[config.mk]
export PLATFORM = sky130hd
export DESIGN_NAME = mtmb_cordic
export DESIGN_NICKNAME = d
export VERILOG_FILES = /design/src/hw/rtl/mtmb_pkg.sv /design/src/hw/rtl/mtmb_cordic.sv
export SDC_FILE = /design/constraint.sdc
export NUM_CORES = 1
export LEC_CHECK = 0
export ABC_CLOCK_PERIOD_IN_PS = 9700
export BUFFER_PORTS_ARGS = -buffer_cell sky130_fd_sc_hd__buf_4
export CAP_MARGIN = 15
export CORE_UTILIZATION = 40
export CTS_CLUSTER_SIZE = 12
export DETAILED_ROUTE_END_ITERATION = 7
export PLACE_DENSITY = 0.69
export SLEW_MARGIN = 40
export SYNTH_ARGS = -nofsm -noshare
export SYNTH_HDL_FRONTEND = slang
export SYNTH_SLANG_ARGS = --single-unit
[constraint.sdc]
create_clock -name clk -period 9.7 [get_ports clk]
set_input_delay 1.455 -clock clk [delete_from_list [all_inputs] [get_ports clk]]
set_output_delay 1.455 -clock clk [all_outputs]
set_load 0.05 [all_outputs]
[src/hw/rtl/mtmb_pkg.sv]
// ----------------------------------------------------------------------------
// mtmb_pkg
// Shared constants, codes, types and fixed-point helpers of the builder.
// ----------------------------------------------------------------------------
package mtmb_pkg;

  localparam int FRAC_BITS    = 16;
  localparam int CORDIC_STEPS = 16;
  localparam int CORDIC_FB    = 30;
  localparam int CORDIC_ITERS = (CORDIC_STEPS < 30) ? CORDIC_STEPS : 30;
  localparam int ITER_W       = $clog2(CORDIC_ITERS);
  localparam int CORDIC_SH    = CORDIC_FB - FRAC_BITS;

  localparam logic signed [31:0] ONE_FIX = 32'(64'd1 << FRAC_BITS);
  localparam logic signed [33:0] CORDIC_GAIN = 34'sd652032874;

  localparam logic signed [65:0] SAT_MAX = 66'sd2147483647;
  localparam logic signed [65:0] SAT_MIN = -66'sd2147483648;

  localparam logic [1:0] CMD_SET_ROT  = 2'd0;
  localparam logic [1:0] CMD_SET_MOVE = 2'd1;
  localparam logic [1:0] CMD_EMIT     = 2'd2;

  localparam logic [1:0] AXIS_X     = 2'd0;
  localparam logic [1:0] AXIS_Y     = 2'd1;
  localparam logic [1:0] AXIS_Z     = 2'd2;
  localparam logic [1:0] AXIS_SCALE = 2'd3;

  localparam logic REG_BASE_SCALE  = 1'b0;
  localparam logic REG_VERT_OFFSET = 1'b1;

  localparam logic [31:0] ATAN_TURNS [30] = '{
    32'h20000000, 32'h12E4051E, 32'h09FB385B, 32'h051111D4, 32'h028B0D43,
    32'h0145D7E1, 32'h00A2F61E, 32'h00517C55, 32'h0028BE53, 32'h00145F2F,
    32'h000A2F98, 32'h000517CC, 32'h00028BE6, 32'h000145F3, 32'h0000A2FA,
    32'h0000517D, 32'h000028BE, 32'h0000145F, 32'h00000A30, 32'h00000518,
    32'h0000028C, 32'h00000146, 32'h000000A3, 32'h00000051, 32'h00000029,
    32'h00000014, 32'h0000000A, 32'h00000005, 32'h00000003, 32'h00000001};

  typedef struct packed {
    logic        start;
    logic [31:0] angle;
  } cordic_req_t;

  typedef struct packed {
    logic               done;
    logic signed [31:0] cos_v;
    logic signed [31:0] sin_v;
  } cordic_rsp_t;

  function automatic logic signed [31:0] sat32(input logic signed [65:0] v);
    logic signed [31:0] r;
    if (v > SAT_MAX) r = SAT_MAX[31:0];
    else if (v < SAT_MIN) r = SAT_MIN[31:0];
    else r = v[31:0];
    return r;
  endfunction

  // Round half up to FRAC_BITS fraction bits, then saturate.
  function automatic logic signed [31:0] round_frac(input logic signed [65:0] v);
    logic signed [65:0] t;
    t = (v + (66'sd1 <<< (FRAC_BITS - 1))) >>> FRAC_BITS;
    return sat32(t);
  endfunction

  // Entry (r, col) of the rotation matrix about axis ax.
  function automatic logic signed [31:0] rot_elem(input logic [1:0] ax,
                                                 input logic signed [31:0] c,
                                                 input logic signed [31:0] s,
                                                 input logic [1:0] r,
                                                 input logic [1:0] col);
    logic signed [31:0] e;
    e = (r == col) ? ONE_FIX : '0;
    case (ax)
      AXIS_X: begin
        if (r == 2'd1 && col == 2'd1) e = c;
        if (r == 2'd1 && col == 2'd2) e = s;
        if (r == 2'd2 && col == 2'd1) e = -s;
        if (r == 2'd2 && col == 2'd2) e = c;
      end
      AXIS_Y: begin
        if (r == 2'd0 && col == 2'd0) e = c;
        if (r == 2'd0 && col == 2'd2) e = -s;
        if (r == 2'd2 && col == 2'd0) e = s;
        if (r == 2'd2 && col == 2'd2) e = c;
      end
      AXIS_Z: begin
        if (r == 2'd0 && col == 2'd0) e = c;
        if (r == 2'd0 && col == 2'd1) e = s;
        if (r == 2'd1 && col == 2'd0) e = -s;
        if (r == 2'd1 && col == 2'd1) e = c;
      end
      default: ;
    endcase
    return e;
  endfunction

endpackage

[src/hw/rtl/mtmb_cordic.sv]
// ----------------------------------------------------------------------------
// mtmb_cordic
// Iterative rotation-mode CORDIC: one micro-rotation per cycle, gives the
// rounded Q-format cosine and sine of a binary angle.
// ----------------------------------------------------------------------------
module mtmb_cordic (
  input  logic                  clk,
  input  logic                  rst,
  input  mtmb_pkg::cordic_req_t req,
  output mtmb_pkg::cordic_rsp_t rsp
);

  typedef enum logic [1:0] {S_IDLE, S_RUN, S_DONE} state_t;

  state_t                          state;
  logic [mtmb_pkg::ITER_W-1:0]     iter;
  logic signed [33:0]              x;
  logic signed [33:0]              y;
  logic signed [33:0]              z;
  logic                            flip;

  logic                            flip_next;
  logic [31:0]                     folded;
  logic signed [33:0]              dx;
  logic signed [33:0]              dy;
  logic signed [33:0]              atan_v;
  logic signed [31:0]              cos_r;
  logic signed [31:0]              sin_r;

  function automatic logic signed [31:0] round_cordic(input logic signed [33:0] v);
    logic signed [65:0] t;
    t = (66'(v) + (66'sd1 <<< (mtmb_pkg::CORDIC_SH - 1))) >>> mtmb_pkg::CORDIC_SH;
    return mtmb_pkg::sat32(t);
  endfunction

  // Angles in the left half-plane are folded by a half turn.
  assign flip_next = req.angle[31] ^ req.angle[30];
  assign folded    = req.angle ^ {flip_next, 31'd0};
  assign dx        = y >>> iter;
  assign dy        = x >>> iter;
  assign atan_v    = 34'(mtmb_pkg::ATAN_TURNS[5'(iter)]);
  assign cos_r     = round_cordic(x);
  assign sin_r     = round_cordic(y);

  assign rsp.done  = (state == S_DONE);
  assign rsp.cos_v = flip ? -cos_r : cos_r;
  assign rsp.sin_v = flip ? -sin_r : sin_r;

  always_ff @(posedge clk) begin
    if (rst) begin
      state <= S_IDLE;
    end else begin
      case (state)
        S_IDLE: begin
          if (req.start) begin
            flip  <= flip_next;
            z     <= 34'(signed'(folded));
            x     <= mtmb_pkg::CORDIC_GAIN;
            y     <= '0;
            iter  <= '0;
            state <= S_RUN;
          end
        end
        S_RUN: begin
          if (!z[33]) begin
            x <= x - dx;
            y <= y + dy;
            z <= z - atan_v;
          end else begin
            x <= x + dx;
            y <= y - dy;
            z <= z + atan_v;
          end
          if (iter == mtmb_pkg::ITER_W'(mtmb_pkg::CORDIC_ITERS - 1)) begin
            state <= S_DONE;
          end else begin
            iter <= iter + 1'b1;
          end
        end
        S_DONE: begin
          state <= S_IDLE;
        end
        default: begin
          state <= S_IDLE;
        end
      endcase
    end
  end

endmodule

### Word-level counts from Yosys, hierarchy flattened

Memories as Yosys holds them, arrays and structs flattened.
Index checks and enable logic that the tools add are counted.

* register bits: 109
* bits in read-only memories: 1024
* input bits: 35
* output and inout port bits: 65
* word-level logic and storage cells: 64
* memories: 1

Memories
* (no name shown): words 32, width 32, rd ports 1, clocked after Yosys merged registers in 0, wr ports 0, line mtmb_cordic.sv:41 `assign atan_v = 34'(mtmb_pkg::ATAN_TURNS[5'(iter)]);`

* add/sub/neg operators: 11
* $lt $le $gt $ge: 5
* eq/ne operators: 6
* shifts and indexed selects: 2
* multiplexer cells: 23
* bitwise logic cells: 4
* reductions and logical operators: 6

Operator list (count)
* $mux W32: 8
* $mux W34: 6
* $pmux W34 S2: 3
* $add A34 B15 Y35 const B: 2
* $add A34 B34 Y34: 2
* $sshr A34 B4 Y34: 2
* $sub A34 B34 Y34: 2
* $gt A21 B32 Y1 const B: 2
* $lt A21 B32 Y1 const B: 2
* $neg A32 Y32: 2
* $add A34 B33 Y34: 1
* $sub A34 B33 Y34: 1
* $xor A32 B32 Y32: 1
* $mux W4: 2
* $pmux W4 S2: 1
* $ge A6 B6 Y1 const B: 1
* $ne A2 B2 Y1 const B: 3
* $not A4 Y6: 1
* $reduce_and A3 Y1: 2
* $add A4 B1 Y4 const B: 1
* $eq A4 B4 Y1 const B: 1
* $mux W2: 2
* $pmux W2 S2: 1
* $reduce_and A4 Y1: 1
* other kinds (7): 7

### Depth between registers and ports, before layout

* depth in word-level cells: 7
* mapped depth: 29
* depth with buffers taken out: 23

### Worst setup path before layout

OpenSTA, ideal clock, no wires.

* path kind: input-to-reg
* from: input port rst
* to: register iter[0] in the netlist's numbering, enable pin
* library setup time: 317 ps
* data arrival time: 9308 ps
* required time: 9383 ps
* setup slack: 75 ps
* cell stages on the path: 2
* path buffers: 0
* cells stage by stage: nor3_1 o31a_1

* longest elaborated chain between the ends: 2

Ends and longest elaborated chain
* start: declaration: line mtmb_cordic.sv:8 `input logic rst,`
* $not A1 Y1 (no source line)
* $reduce_and A4 Y1 (no source line)
* end signal: assignment: line mtmb_cordic.sv:77 `iter <= iter + 1'b1;`
* end: declaration: line mtmb_cordic.sv:16 `logic [mtmb_pkg::ITER_W-1:0] iter;`

No other way between the ends.
A chain may end at the register's enable or synchronous reset.

### Final worst setup path

* from: register iter[3] in the netlist's numbering
* to: register y[32] (data pin)

* longest elaborated chain between the ends: 4
* elaborated cells on any way between the ends: 5
* those cells by class: 2 x add/sub; 1 x shift; 2 x mux

Ends and longest elaborated chain
* $sshr A34 B4 Y34 *: line mtmb_cordic.sv:40 `assign dy = x >>> iter;`
* $add A34 B34 Y34 or $sub A34 B34 Y34 (tied branches): line mtmb_cordic.sv:67, mtmb_cordic.sv:71
* $mux W34 *: line mtmb_cordic.sv:65 `if (!z[33]) begin`
* $pmux W34 S2 *: line mtmb_cordic.sv:53 `case (state)`
* end signal: assignment: line mtmb_cordic.sv:67 `y <= y + dy;`
* end signal: assignment: line mtmb_cordic.sv:71 `y <= y - dy;`
* end: declaration: line mtmb_cordic.sv:18 `logic signed [33:0] y;`

Mark *: on every way between the ends. The rest lies on a longest branch, timed or not.

==> results.ini <==
[sta]
fmax_mhz=144.2
rsz0062_at_grt=false
relSlewSlack=0.4483
worst_slew_pin_slew_ns=0.8276
tns_ns=0
maxSlewViolCount=0
hold_viol_final=0
finalSetupViolCount=0
skew_ns=0.01040
fin_crit_ns=6.933
period_share=0.7147

[clock_tree]
insertion_delay_ns=0.39
cts.reportedPaths.clkPinSlew_ns=0.08
cts.htree.levels=3
hold_buffers=0
cts_root_buf=clkbuf_16
cts_buffer_depth=2
cts.sinks=109
cts_buffers=9
cts_tree=done
ctsResizeCount=0
post_cts_buffers=0

[detailed_routing]
drtPass1Iterations=6
ant_nets=0
viasPerCell=5.950
drc=0
wire_per_inst_um=18.24
dr.first_iter.drc_count=1216
vias=16190
drt_wl_total_mm=49.62

[die]
die_w_um=211.1
die_y_um=211.1
start_util=0.4062
core_area_um2=43080
die_area_um2=44580
ios=100
core.rowCount=76

[logic_synthesis]
synthAdderAreaFrac=0.08638
synth_top_area_cell=edfxtp_1
synth-compound-area-share=0.2215
synth_edf_count=107
ys.flop_type=edfxtp_1
synthMuxAreaShare=0.1367
synth_simple_gate_area_frac=0.1898
synth_top_area_share=0.1836
ys_warn_count=0
yosysSeqAreaShare=0.1859
synth-xor-area-share=0.1261
syn_inst=2141
synth_area_leaders=edfxtp_1 18%, ha_1 8.3%, xnor2_1 7.2%
synth_cell_types=99
syn_nets=2295
async_flop_share=0
netlist_area_um2=17500
synth_top_family_by_area=compound AO/OA/AOI/OAI gates
syn-mean-instance-area_um2=8.172
synth_seq_cells=109

[cells_and_area]
nNetsFinal=2285
nFillCells=4241
layout.cells.non_filler=2721
synthToLayoutAreaGrowth_pct=7.065
drive_gt1_frac=0.1245
antennaDiodeCount=0

[worst_hold_path]
hold_end=z[0]$_DFFE_PP_
hold_class=reg -> reg
min_path_cells=3
hp-start=z[0]$_DFFE_PP_

[placed_design]
placed_cells=2705
gp_congestion=0.9398
dp_hpwl_mm=37.74
port_buffers=99

[global_route]
grt_max_degree=85
grt_use_total=0.2223
antenna_found_initial=1
overflow=0
grt_pass1_vias=15450
grt_pass1_wl_mm=79.75

[worst_setup_path]
crit_path_end_kind=register
criticalPathCategory=reg -> reg
r2r_slack_ns=2.77
reg2reg_from=iter[3]$_SDFFCE_PN0P_
arrival_ns=7.17
cp_max_fo=66
timing.rr.end=y[32]$_SDFFCE_PN0P_
cp-start-kind=register
reg2regPathDepth=20
cp.required_ns=9.94

[flow_run]
maxCapViolCount=0

[power]
ir_worst_vdd_uv=101.6
power_leakage_nw=7.339
p_switching_mw=1.729
power.internal_mw=1.812
power_density_nw_per_um2=189.0
power_frac_seq=0.218
combPwrFrac=0.665
p_clk_frac=0.117
switching_share=0.4882

[outcome]
outcome=finished, final reports clean

==> cells in the mapped netlist (12+ instances only) <==
library cell  number
nand2_1          238
nor2_1           207
a21oi_1          170
o21ai_0          164
xnor2_1          144
ha_1             116
xor2_1           108
edfxtp_1         107
clkbuf_1          73
mux2i_1           59
inv_1             52
nand3_1           52
mux4_2            50
a21o_1            48
mux2_2            37
a31oi_1           34
nor3_1            31
nand2b_1          27
and3_1            25
and2_1            24
buf_2             22
nor2b_1           21
o31ai_1           21
a211oi_1          20
o21a_1            18
o21bai_1          16
buf_6             14
nand4_1           13
buf_1             12
buf_4             12
o211ai_1          12
==> logic make-up after synthesis <==
| logic type | after synthesis |
|---|---|
| muxes | 158 |
| buffers and inverters | 192 |
| AOI/OAI and AO/OA | 610 |
| adders and majority gates | 119 |
| xor gates and xnor gates | 252 |
| DFF | 109 |
| and+or+nand+nor | 701 |
==> routing by layer <==
layer	routed length (um)	part of all wire	vias up	GRT usage
met3	2872	0.058	111	0.03063
met4	2005	0.040	0	0.09645
met2	24050	0.48	590	0.3917
li1	-	-	7856	-
met1	20690	0.42	7633	0.2688
met5	0	0	-	0
==> power groups by stage <==
stage          registers, mW  clock network, mW  logic [mW]
6_report               0.770              0.415        2.36
5_1_grt                0.775              0.439        2.60
4_1_cts                0.764              0.427        2.34
3_5_place_dp           0.774                  0        2.32
3_3_place_gp           0.771                  0        2.29
2_1_floorplan          0.669                  0        1.93
==> through the flow <==
stage | instance area [um2] | setup slack, ns | utilization | hold WS [ns] | power [mW]
final | 18730 | 2.767 | 0.4349 | 0.6561 | 3.541
after global placement | 18380 | 3.000 | 0.4267 | 0.6237 | 3.058
after CTS | 18730 | 2.926 | 0.4349 | 0.6683 | 3.534
after global routing | 18730 | 2.131 | 0.4349 | 0.6898 | 3.813
after floorplan | 17500 | 0.07521 | - | 0.5714 | 2.598
after detailed placement | 18410 | 2.977 | 0.4275 | 0.6501 | 3.098
==> final cells by class <==
class	instances	area, um2	area share
Multi-Input combinational cell	1840	13330	0.7117
Tap cell	585	732.0	0.03907
Timing Repair Buffer	116	885.9	0.04729
Inverter	55	211.5	0.01129
Clock inverter	4	52.55	0.002805
Clock buffer	12	266.5	0.01423
Sequential cell	109	3253	0.1737
==> registers in the layout, indices dropped and copies added (netlist names) <==
signal / cells
z: 34
iter: 4
x: 34
flip: 1
state: 2
y: 34
==> critical path, stage by stage (launching register included) <==
cell      delay, ns
edfxtp_1       0.83
buf_4          0.78
mux2i_1        0.62
mux4_2         0.38
mux2i_1        0.11
o21bai_1       0.26
nor4b_4        0.48
nor2b_1        0.19
o31a_1         0.12
o21ai_0        0.07
ha_1           0.40
and4_1         0.25
nand3_1        0.11
nor2_1         0.12
a21oi_1        0.11
o311ai_0       0.42
o211ai_1       0.32
o311ai_0       0.57
a21oi_1        0.21
a21oi_1        0.20
mux2i_1        0.20
==> worst max path at each step <==
stage	start	endpoint	slack [ns]	depth (start not counted)
2_1_floorplan	rst	iter[0]$_SDFFCE_PN0P_	0.08	2
3_3_place_gp	iter[0]$_SDFFCE_PN0P_	z[31]$_DFFE_PP_	3.00	23
3_5_place_dp	iter[1]$_SDFFCE_PN0P_	y[33]$_SDFFCE_PN0P_	2.98	22
4_1_cts	iter[1]$_SDFFCE_PN0P_	y[33]$_SDFFCE_PN0P_	2.93	22
5_1_grt	iter[3]$_SDFFCE_PN0P_	y[30]$_SDFFCE_PN0P_	2.13	20
6_report	iter[3]$_SDFFCE_PN0P_	y[32]$_SDFFCE_PN0P_	2.77	20
==> cell usage in the layout (no fill, tap or decap), types with 26 or more instances in the layout <==
master	netlist	final
nand2_1	238	238
nor2_1	207	207
a21oi_1	170	170
o21ai_0	164	164
xnor2_1	144	144
ha_1	116	116
buf_4	12	113
xor2_1	108	108
edfxtp_1	107	107
mux2i_1	59	59
inv_1	52	52
nand3_1	52	52
mux4_2	50	50
a21o_1	48	48
mux2_2	37	37
a31oi_1	34	34
nor3_1	31	30
nand2b_1	27	26
Power figures use the tool's default switching activity.
